[src/rtl/mrfp_pkg.sv]
`timescale 1ns / 1ps
// Shared types and constants for the mesh reflood frame parser.
// No dependencies; used by every module of the block.
package mrfp_pkg;

    // Frame limits
    localparam int MAX_FRAME_BYTES = 512;
    localparam int MIN_FRAME_BYTES = 5;
    localparam int POS_W           = $clog2(MAX_FRAME_BYTES + 1);

    // Command queue between parser and back end
    localparam int QUEUE_DEPTH = 4;
    localparam int QPTR_W      = $clog2(QUEUE_DEPTH);
    localparam int QCNT_W      = $clog2(QUEUE_DEPTH + 1);

    // FNV-1a 32-bit constants
    localparam logic [31:0] FNV_BASIS = 32'd2166136261;
    localparam logic [31:0] FNV_PRIME = 32'd16777619;

    // Fixed header layout
    localparam logic [2:0] SIGNAL_SKIP    = 3'd2;
    localparam logic [2:0] TRANSPORT_SKIP = 3'd4;

    // Configuration register indexes
    localparam int CFG_IDX_W = 3;
    localparam logic [CFG_IDX_W-1:0] REG_OWN_NODE_HASH   = 3'd0;
    localparam logic [CFG_IDX_W-1:0] REG_HASH_LIMIT      = 3'd1;
    localparam logic [CFG_IDX_W-1:0] REG_LOG_FRAME_CODE  = 3'd2;
    localparam logic [CFG_IDX_W-1:0] REG_GROUP_TEXT_TYPE = 3'd3;
    localparam logic [CFG_IDX_W-1:0] REG_FLOOD_ROUTE     = 3'd4;
    localparam logic [CFG_IDX_W-1:0] REG_DIRECT_ROUTE    = 3'd5;

    // Summary status codes
    localparam logic [2:0] ST_OK          = 3'd0;
    localparam logic [2:0] ST_BAD_CODE    = 3'd1;
    localparam logic [2:0] ST_NOT_GROUP   = 3'd2;
    localparam logic [2:0] ST_NO_PATH     = 3'd3;
    localparam logic [2:0] ST_PATH_OVERRUN = 3'd4;

    // Result kinds
    localparam logic KIND_HASH    = 1'b0;
    localparam logic KIND_SUMMARY = 1'b1;

    typedef enum logic [2:0] {
        PH_CODE,
        PH_SIGNAL,
        PH_HEADER,
        PH_TSKIP,
        PH_PATHLEN,
        PH_PATH,
        PH_PAYLOAD,
        PH_DRAIN
    } phase_t;

    typedef struct packed {
        logic [7:0] own_node_hash;
        logic [5:0] hash_limit;
        logic [7:0] log_frame_code;
        logic [3:0] group_text_type;
        logic [1:0] transport_flood_route;
        logic [1:0] transport_direct_route;
    } cfg_t;

    // One classified byte handed from parser to back end
    typedef struct packed {
        logic       emit_hash;
        logic       payload;
        logic [7:0] data;
        logic       eof;
        logic [2:0] status;
        logic [5:0] hash_total;
        logic       own_seen;
    } cmd_t;

    typedef struct packed {
        logic        result_kind;
        logic [7:0]  path_hash;
        logic [5:0]  hash_total;
        logic [31:0] payload_digest;
        logic        own_in_path;
        logic [2:0]  status;
        logic        last_of_run;
    } res_t;

endpackage

[src/rtl/mesh_reflood_frame_parser_unit.sv]
`timescale 1ns / 1ps
// Top level of the mesh reflood frame parser: configuration registers and
// the front end, command queue and back end. Depends on mrfp_pkg.

// The unit takes one frame byte per cycle on the input channel while the
// command queue has room, and returns path hash entries as the path streams
// in, then one summary on the last byte of each frame. Hash entries are
// provisional: discard them when the summary that follows carries a nonzero
// status. A byte is classified in the cycle it is accepted and goes through
// a four-entry command queue to the back end, which folds one payload byte
// per cycle, unless a result ahead of it waits on the output, into the FNV-1a
// digest with a single 32x32 multiply and registers each result. A path byte
// that ends the frame yields two results, a hash entry and then the summary.
// A byte that makes a result is held in a queue entry, then in the result register.
// Configuration writes are always taken; write only while idle.
module mesh_reflood_frame_parser_unit (
    input  logic                              clk,
    input  logic                              rst_n,
    input  logic                              cfg_valid,
    output logic                              cfg_ready,
    input  logic [mrfp_pkg::CFG_IDX_W-1:0]    cfg_index,
    input  logic [7:0]                        cfg_data,
    input  logic                              in_valid,
    output logic                              in_ready,
    input  logic [7:0]                        frame_byte,
    input  logic                              end_of_frame,
    output logic                              out_valid,
    input  logic                              out_ready,
    output logic                              result_kind,
    output logic [7:0]                        path_hash,
    output logic [5:0]                        hash_total,
    output logic [31:0]                       payload_digest,
    output logic                              own_in_path,
    output logic [2:0]                        status,
    output logic                              last_of_run
);
    import mrfp_pkg::*;

    cfg_t  cfg_reg;
    cmd_t  push_data;
    cmd_t  pop_data;
    res_t  res;
    logic  push_valid;
    logic  push_ready;
    logic  pop_valid;
    logic  pop;

    assign cfg_ready = 1'b1;

    // Write configuration registers; drop writes beyond the list
    always_ff @(posedge clk or negedge rst_n)
    begin
        if (!rst_n)
        begin
            cfg_reg.own_node_hash          <= 8'd0;
            cfg_reg.hash_limit             <= 6'd63;
            cfg_reg.log_frame_code         <= 8'd136;
            cfg_reg.group_text_type        <= 4'd5;
            cfg_reg.transport_flood_route  <= 2'd0;
            cfg_reg.transport_direct_route <= 2'd3;
        end
        else if (cfg_valid && cfg_ready)
        begin
            case (cfg_index)
                REG_OWN_NODE_HASH:   cfg_reg.own_node_hash          <= cfg_data;
                REG_HASH_LIMIT:      cfg_reg.hash_limit             <= cfg_data[5:0];
                REG_LOG_FRAME_CODE:  cfg_reg.log_frame_code         <= cfg_data;
                REG_GROUP_TEXT_TYPE: cfg_reg.group_text_type        <= cfg_data[3:0];
                REG_FLOOD_ROUTE:     cfg_reg.transport_flood_route  <= cfg_data[1:0];
                REG_DIRECT_ROUTE:    cfg_reg.transport_direct_route <= cfg_data[1:0];
                default:
                begin
                end
            endcase
        end
    end

    mrfp_front u_front (
        .clk          (clk),
        .rst_n        (rst_n),
        .cfg          (cfg_reg),
        .in_valid     (in_valid),
        .in_ready     (in_ready),
        .frame_byte   (frame_byte),
        .end_of_frame (end_of_frame),
        .push_valid   (push_valid),
        .push_ready   (push_ready),
        .push_data    (push_data)
    );

    mrfp_queue u_queue (
        .clk        (clk),
        .rst_n      (rst_n),
        .push_valid (push_valid),
        .push_ready (push_ready),
        .push_data  (push_data),
        .pop_valid  (pop_valid),
        .pop        (pop),
        .pop_data   (pop_data)
    );

    mrfp_back u_back (
        .clk       (clk),
        .rst_n     (rst_n),
        .pop_valid (pop_valid),
        .pop       (pop),
        .cmd       (pop_data),
        .out_valid (out_valid),
        .out_ready (out_ready),
        .res       (res)
    );

    // Break out the result fields
    assign result_kind    = res.result_kind;
    assign path_hash      = res.path_hash;
    assign hash_total     = res.hash_total;
    assign payload_digest = res.payload_digest;
    assign own_in_path    = res.own_in_path;
    assign status         = res.status;
    assign last_of_run    = res.last_of_run;

endmodule

[src/rtl/mrfp_front.sv]
`timescale 1ns / 1ps
// Parser front end: accepts frame bytes, tracks the header and path, and
// classifies each byte into a command for the back end. Uses mrfp_pkg.
module mrfp_front (
    input  logic                clk,
    input  logic                rst_n,
    input  mrfp_pkg::cfg_t      cfg,
    input  logic                in_valid,
    output logic                in_ready,
    input  logic [7:0]          frame_byte,
    input  logic                end_of_frame,
    output logic                push_valid,
    input  logic                push_ready,
    output mrfp_pkg::cmd_t      push_data
);
    import mrfp_pkg::*;

    phase_t            phase_reg, phase_next;
    logic [POS_W-1:0]  pos_reg, pos_next;
    logic [2:0]        skip_reg, skip_next;
    logic [2:0]        esize_reg, esize_next;
    logic [5:0]        hops_reg, hops_next;
    logic [5:0]        hop_idx_reg, hop_idx_next;
    logic [1:0]        bie_reg, bie_next;
    logic [5:0]        hashes_reg, hashes_next;
    logic              own_reg, own_next;
    logic [2:0]        err_reg, err_next;

    logic              accept;
    logic              emit_hash;
    logic [2:0]        skip_dec;
    logic [2:0]        bie_inc;
    logic [5:0]        hop_inc;
    logic [1:0]        route;
    logic [2:0]        status;

    assign in_ready = push_ready;
    assign accept   = in_valid && in_ready;
    assign route    = frame_byte[1:0];
    assign skip_dec = skip_reg - 3'd1;
    assign bie_inc  = {1'b0, bie_reg} + 3'd1;
    assign hop_inc  = hop_idx_reg + 6'd1;
    assign emit_hash = (phase_reg == PH_PATH) && (bie_reg == 2'd0)
                       && (hashes_reg < cfg.hash_limit);

    // Advance the parse state for the current byte
    always_comb
    begin
        phase_next   = phase_reg;
        skip_next    = skip_reg;
        esize_next   = esize_reg;
        hops_next    = hops_reg;
        hop_idx_next = hop_idx_reg;
        bie_next     = bie_reg;
        hashes_next  = hashes_reg;
        own_next     = own_reg;
        err_next     = err_reg;
        pos_next     = (pos_reg < POS_W'(MAX_FRAME_BYTES)) ? pos_reg + 1'b1 : pos_reg;
        case (phase_reg)
            PH_CODE:
            begin
                if (frame_byte != cfg.log_frame_code)
                begin
                    err_next   = ST_BAD_CODE;
                    phase_next = PH_DRAIN;
                end
                else
                begin
                    skip_next  = SIGNAL_SKIP;
                    phase_next = PH_SIGNAL;
                end
            end
            PH_SIGNAL:
            begin
                skip_next = skip_dec;
                if (skip_dec == 3'd0)
                    phase_next = PH_HEADER;
            end
            PH_HEADER:
            begin
                if (frame_byte[5:2] != cfg.group_text_type)
                begin
                    err_next   = ST_NOT_GROUP;
                    phase_next = PH_DRAIN;
                end
                else if (route == cfg.transport_flood_route ||
                         route == cfg.transport_direct_route)
                begin
                    skip_next  = TRANSPORT_SKIP;
                    phase_next = PH_TSKIP;
                end
                else
                begin
                    phase_next = PH_PATHLEN;
                end
            end
            PH_TSKIP:
            begin
                skip_next = skip_dec;
                if (skip_dec == 3'd0)
                    phase_next = PH_PATHLEN;
            end
            PH_PATHLEN:
            begin
                esize_next   = {1'b0, frame_byte[7:6]} + 3'd1;
                hops_next    = frame_byte[5:0];
                hop_idx_next = 6'd0;
                bie_next     = 2'd0;
                phase_next   = (frame_byte[5:0] == 6'd0) ? PH_PAYLOAD : PH_PATH;
            end
            PH_PATH:
            begin
                if (emit_hash)
                begin
                    hashes_next = hashes_reg + 6'd1;
                    if (cfg.own_node_hash != 8'd0 && frame_byte == cfg.own_node_hash)
                        own_next = 1'b1;
                end
                if (bie_inc >= esize_reg)
                begin
                    bie_next     = 2'd0;
                    hop_idx_next = hop_inc;
                    if (hop_inc >= hops_reg)
                        phase_next = PH_PAYLOAD;
                end
                else
                begin
                    bie_next = bie_inc[1:0];
                end
            end
            default:
            begin
                // payload and drain bytes only advance the byte position
            end
        endcase
    end

    // Classify the byte and form the summary status
    always_comb
    begin
        if (pos_next < POS_W'(MIN_FRAME_BYTES))
            status = ST_BAD_CODE;
        else if (err_next != ST_OK)
            status = err_next;
        else if (phase_next == PH_PAYLOAD)
            status = ST_OK;
        else if (phase_next == PH_PATH)
            status = ST_PATH_OVERRUN;
        else
            status = ST_NO_PATH;

        push_data.emit_hash  = emit_hash;
        push_data.payload    = (phase_reg == PH_PAYLOAD);
        push_data.data       = frame_byte;
        push_data.eof        = end_of_frame;
        push_data.status     = status;
        push_data.hash_total = (status == ST_OK) ? hashes_next : 6'd0;
        push_data.own_seen   = (status == ST_OK) ? own_next : 1'b0;
        push_valid = accept && (emit_hash || push_data.payload || end_of_frame);
    end

    // Hold state between bytes; clear it after the last byte of a frame
    always_ff @(posedge clk or negedge rst_n)
    begin
        if (!rst_n)
        begin
            phase_reg   <= PH_CODE;
            pos_reg     <= '0;
            skip_reg    <= 3'd0;
            esize_reg   <= 3'd1;
            hops_reg    <= 6'd0;
            hop_idx_reg <= 6'd0;
            bie_reg     <= 2'd0;
            hashes_reg  <= 6'd0;
            own_reg     <= 1'b0;
            err_reg     <= ST_OK;
        end
        else if (accept)
        begin
            if (end_of_frame)
            begin
                phase_reg   <= PH_CODE;
                pos_reg     <= '0;
                skip_reg    <= 3'd0;
                esize_reg   <= 3'd1;
                hops_reg    <= 6'd0;
                hop_idx_reg <= 6'd0;
                bie_reg     <= 2'd0;
                hashes_reg  <= 6'd0;
                own_reg     <= 1'b0;
                err_reg     <= ST_OK;
            end
            else
            begin
                phase_reg   <= phase_next;
                pos_reg     <= pos_next;
                skip_reg    <= skip_next;
                esize_reg   <= esize_next;
                hops_reg    <= hops_next;
                hop_idx_reg <= hop_idx_next;
                bie_reg     <= bie_next;
                hashes_reg  <= hashes_next;
                own_reg     <= own_next;
                err_reg     <= err_next;
            end
        end
    end

endmodule

[src/rtl/mrfp_queue.sv]
`timescale 1ns / 1ps
// Small command queue that decouples the parser from the back end.
// Uses mrfp_pkg for the command type and depth.
module mrfp_queue (
    input  logic            clk,
    input  logic            rst_n,
    input  logic            push_valid,
    output logic            push_ready,
    input  mrfp_pkg::cmd_t  push_data,
    output logic            pop_valid,
    input  logic            pop,
    output mrfp_pkg::cmd_t  pop_data
);
    import mrfp_pkg::*;

    cmd_t               mem [QUEUE_DEPTH];
    logic [QPTR_W-1:0]  wr_ptr_reg;
    logic [QPTR_W-1:0]  rd_ptr_reg;
    logic [QCNT_W-1:0]  count_reg;
    logic               do_push;
    logic               do_pop;

    assign push_ready = (count_reg != QCNT_W'(QUEUE_DEPTH));
    assign pop_valid  = (count_reg != '0);
    assign pop_data   = mem[rd_ptr_reg];
    assign do_push    = push_valid && push_ready;
    assign do_pop     = pop && pop_valid;

    // Store entries
    always_ff @(posedge clk)
    begin
        if (do_push)
            mem[wr_ptr_reg] <= push_data;
    end

    // Advance pointers and count
    always_ff @(posedge clk or negedge rst_n)
    begin
        if (!rst_n)
        begin
            wr_ptr_reg <= '0;
            rd_ptr_reg <= '0;
            count_reg  <= '0;
        end
        else
        begin
            if (do_push)
                wr_ptr_reg <= (wr_ptr_reg == QPTR_W'(QUEUE_DEPTH - 1)) ? '0
                                                                       : wr_ptr_reg + 1'b1;
            if (do_pop)
                rd_ptr_reg <= (rd_ptr_reg == QPTR_W'(QUEUE_DEPTH - 1)) ? '0
                                                                       : rd_ptr_reg + 1'b1;
            if (do_push && !do_pop)
                count_reg <= count_reg + 1'b1;
            else if (do_pop && !do_push)
                count_reg <= count_reg - 1'b1;
        end
    end

endmodule

[src/rtl/mrfp_back.sv]
`timescale 1ns / 1ps
// Back end: folds payload bytes into the FNV-1a digest and drives the
// registered result stage. Uses mrfp_pkg.
module mrfp_back (
    input  logic            clk,
    input  logic            rst_n,
    input  logic            pop_valid,
    output logic            pop,
    input  mrfp_pkg::cmd_t  cmd,
    output logic            out_valid,
    input  logic            out_ready,
    output mrfp_pkg::res_t  res
);
    import mrfp_pkg::*;

    logic [31:0] acc_reg;
    logic        hash_done_reg;
    logic        out_valid_reg;
    res_t        res_reg;

    logic [31:0] acc_mix;
    logic [31:0] acc_prod;
    logic [31:0] acc_step;
    logic [31:0] digest;
    logic        need_hash;
    logic        need_out;
    logic        can_load;
    logic        fire;

    // One FNV-1a step per payload byte
    assign acc_mix  = acc_reg ^ {24'd0, cmd.data};
    assign acc_prod = acc_mix * FNV_PRIME;
    assign acc_step = cmd.payload ? acc_prod : acc_reg;
    assign digest   = (cmd.status != ST_OK) ? 32'd0
                    : ((acc_step == 32'd0) ? 32'd1 : acc_step);

    // A byte with a hash and an end of frame takes two result slots
    assign need_hash = cmd.emit_hash && !hash_done_reg;
    assign need_out  = need_hash || cmd.eof;
    assign can_load  = !out_valid_reg || out_ready;
    assign fire      = pop_valid && (!need_out || can_load);
    assign pop       = fire && !(need_hash && cmd.eof);

    assign out_valid = out_valid_reg;
    assign res       = res_reg;

    // Control: digest, split flag, result valid
    always_ff @(posedge clk or negedge rst_n)
    begin
        if (!rst_n)
        begin
            acc_reg       <= FNV_BASIS;
            hash_done_reg <= 1'b0;
            out_valid_reg <= 1'b0;
        end
        else
        begin
            if (fire)
            begin
                if (need_hash)
                begin
                    hash_done_reg <= cmd.eof;
                end
                else
                begin
                    hash_done_reg <= 1'b0;
                    acc_reg       <= cmd.eof ? FNV_BASIS : acc_step;
                end
            end
            if (fire && need_out)
                out_valid_reg <= 1'b1;
            else if (out_ready)
                out_valid_reg <= 1'b0;
        end
    end

    // Load the result payload
    always_ff @(posedge clk)
    begin
        if (fire && need_out)
        begin
            if (need_hash)
            begin
                res_reg.result_kind    <= KIND_HASH;
                res_reg.path_hash      <= cmd.data;
                res_reg.hash_total     <= 6'd0;
                res_reg.payload_digest <= 32'd0;
                res_reg.own_in_path    <= 1'b0;
                res_reg.status         <= ST_OK;
                res_reg.last_of_run    <= 1'b0;
            end
            else
            begin
                res_reg.result_kind    <= KIND_SUMMARY;
                res_reg.path_hash      <= 8'd0;
                res_reg.hash_total     <= cmd.hash_total;
                res_reg.payload_digest <= digest;
                res_reg.own_in_path    <= cmd.own_seen;
                res_reg.status         <= cmd.status;
                res_reg.last_of_run    <= 1'b1;
            end
        end
    end

endmodule
[config.mk]
export PLATFORM = sky130hd
export DESIGN_NAME = mesh_reflood_frame_parser_unit
export DESIGN_NICKNAME = d
export VERILOG_FILES = /design/src/rtl/mrfp_pkg.sv /design/src/rtl/mesh_reflood_frame_parser_unit.sv /design/src/rtl/mrfp_front.sv /design/src/rtl/mrfp_queue.sv /design/src/rtl/mrfp_back.sv
export SDC_FILE = /design/constraint.sdc
export NUM_CORES = 1
export LEC_CHECK = 0
export ABC_AREA = 1
export BUFFER_PORTS_ARGS = -buffer_cell sky130_fd_sc_hd__buf_2
export CORE_UTILIZATION = 60
export DETAILED_ROUTE_END_ITERATION = 7
export PLACE_DENSITY = 0.78
export RECOVER_POWER = 25
export SYNTH_ARGS = -nofsm -noshare
export SYNTH_HDL_FRONTEND = slang
export SYNTH_SLANG_ARGS = --single-unit
[constraint.sdc]
create_clock -name clk -period 8.4 [get_ports clk]
set_input_delay 0.42 -clock clk [delete_from_list [all_inputs] [get_ports clk]]
set_output_delay 0.42 -clock clk [all_outputs]
set_load 0.01 [all_outputs]
==> impl_metrics.toml <==
[logic_synthesis]
yosysUniqueCellTypes = 54
synth.area.top_cells = "edfxtp_1 (23%), ha_1 (15%), dfrtp_1 (12%)"
synthCells = 2058
synth_ff_type = "edfxtp_1"
synth_nets = 2371
avgSynthCellArea_um2 = 8.723
ys_seq_elements = 249
synthSimpleGateAreaFrac_pct = 16.76
synth-compound-area-share_pct = 8.071
synthAdderAreaFrac_pct = 23.21
syn_area_um2 = 17950
ys_seq_area_share_pct = 38.66
yosysTopAreaCellShare_pct = 22.58
synth_top_family_by_area = "adder cells"
synth_edf_count = 135
async_flop_share_pct = 45.78
yosysTopAreaCell = "edfxtp_1"
synthXorXnorAreaFrac_pct = 2.586
synth.mux.area_fraction_pct = 0.06273
yosys_warnings = 0

[finish]
largest_reg_flops = 84
syn2layout_area_growth_pct = 8.594
nFillCells = 2383
design_area_um2 = 19490
fin_cells = 2542
final_cell_mix = "inv_1 (442), nand2_1 (403), ha_1 (213)"
fin_nets = 2452
post_route_cells_drive_above_1_share_pct = 7.510
final_common_cell = "inv_1"

[setup_path]
path_class = "reg2reg"
cpMaxStageDelayCell = "inv_1"
crit_path_end_kind = "flip-flop"
reg2regPathDepth = 30
worst_setup_path_start_kind = "flip-flop"
worst-endpoint-arrival_ns = 8.09
crit_required_ns = 8.65
critPathMostFrequentCell = "nand2_1"
cp_max_fo = 30
critPathMaxStageDelay_ns = 0.56

[worst_hold_path]
worstHoldPathType = "in2reg"
hold_depth = 3

[place]
dpl_cell_area_um2 = 18750
globalplace.congestion = 0.9930
io_buffer_count = 78
dp.cells = 2495
place_hpwl_um = 35890

[die]
die_h_um = 175.0
dieArea_um2 = 30610
die_x_um = 175.0
ios = 80
fp-row-count = 62
core_area_um2 = 29090
start_util_pct = 61.71

[clock_tree]
htreeDepth = 1
tritoncts = "built"
cts_sinks = 249
clkLatencyLatePin_ns = 0.53
cts_setup_buffers = 0
clk_path_buf_depth = 3
root_buffer = "clkbuf_16"
cts_made_buffers = 25
clk_pin_slew_ns = 0.07

[timing]
min_period_ns = 7.837
worst_slew_pin_slew_ns = 2.507
post-route-period-util_pct = 93.30
finalSetupTns_ns = 0
finalSetupViolations = 0
maxSlewHeadroom_pct = -67.15
finalHoldViolCount = 0
fin_skew_ns = 0.01195
rsz0062_at_grt = "false"
fmax_mhz = 127.6
final-max-slew-violation-count = 48
whs_ns = 0.1298

[outcome]
status = "complete, but fails checks"
violations = "capacitance limit, slew limit"

[global_route]
antenna_found_initial = 0
met1_usage_pct = 44.24
grt_pass1_wl_um = 75610
first_global_vias = 14320
grt_use_met3_pct = 6.462
grt_use_met2_pct = 50.64
grt_max_degree = 69
grt.busiest_layer = "met2"
grt_use_total_pct = 31.80
overflow = 0

[route]
ant_nets = 0
drt-pass1-iter-count = 6
route.vias.total = 14270
post-route-drc-count = 0
dr.first_iter.drc_count = 1267
wl_per_cell_um = 18.45
avgViaCountPerCell = 5.614
wirelength_um = 46900

[run]
drv_cap = 1
## layer usage
layer  share of wire (%)  routed length [um]
met5                   0                   0
met3                 8.5                3996
met2                  45               21110
met4                 2.7                1246
met1                  44               20550
## cells by family after synthesis
group                    Yosys count
AND/OR/NAND/NOR                  721
buffers and inverters            495
adder cells (fa/ha/maj)          288
other                              1
flip-flops                       249
XOR/XNOR                          53
AO/OA/AOI/OAI                    250
multiplexers                       1
## Yosys cell counts, drive strengths merged, types with 7 or more instances
cell type and number:
nor2 155, nand3 97, fa 75, o21ai 112, nand2 408, xor2 32, a32o 8, buf 21
ha 213, o22ai 45, inv 456, xnor2 21, dfrtp 87, nor3 19, edfxtp 135, clkbuf 18
dfstp 27, nand3b 7, nand4 26, a21oi 55
## final cells by class
| type | instances | area (um^2) | share of cell area, % |
|---|---|---|---|
| Antenna cell | 1 | 2.502 | 0.01284 |
| Sequential cell | 249 | 6940 | 35.60 |
| Clock buffer | 29 | 640.6 | 3.286 |
| Clock inverter | 16 | 122.6 | 0.6290 |
| Multi-Input combinational cell | 1314 | 9128 | 46.82 |
| Timing Repair Buffer | 93 | 465.4 | 2.388 |
| Tap cell | 384 | 480.5 | 2.465 |
| Inverter | 456 | 1714 | 8.793 |
## critical path, delay by kind of cell, from the launching register on
family | cells | cell delay (ns)
AND/OR/NAND/NOR | 14 | 1.98
buffers and inverters | 5 | 1.11
XOR/XNOR | 1 | 0.56
adder cells (fa/ha/maj) | 8 | 3.07
AO/OA/AOI/OAI | 2 | 0.48
flip-flops | 1 | 0.37
## final timing paths
| kind | startpoint | end | slack [ns] |
|---|---|---|---|
| worst max-delay path | u_queue.rd_ptr_reg[1]$_DFFE_PN0P_ | u_back.res[15]$_SDFFCE_PP0P_ | 0.56 |
| worst min-delay path | cfg_data[7] | cfg_reg[15]$_DFFE_PN1P_ | 0.13 |
| worst max register to register | u_queue.rd_ptr_reg[1]$_DFFE_PN0P_ | u_back.res[15]$_SDFFCE_PP0P_ | 0.56 |
| worst min register to register | cfg_reg[18]$_DFFE_PN1P_ | cfg_reg[18]$_DFFE_PN1P_ | 0.49 |
| max in group asynchronous | rst_n | u_queue.wr_ptr_reg[0]$_DFFE_PN0P_ | 5.14 |
| min in group asynchronous | rst_n | u_front.pos_reg[0]$_DFFE_PN0P_ | 1.21 |
## stage by stage
stage	setup WS, ns	utilization (%)
2_1_floorplan	1.883	-
3_3_place_gp	0.7491	64.46
3_5_place_dp	0.6803	64.46
4_1_cts	0.6200	67.12
5_1_grt	0.05487	67.00
6_report	0.5627	67.01
## timing repair
| action | in CTS | in global routing |
|---|---|---|
| hold endpoints to repair | 34 | 0 |
| resized for setup | 0 | 1 |
| endpoints found under the setup margin | 0 | 29 |
| hold buffers | 1 | 0 |
Power is left out: the tool's default activity adds up to more than one toggle a clock period on the data nets, which glitch-free logic cannot reach.
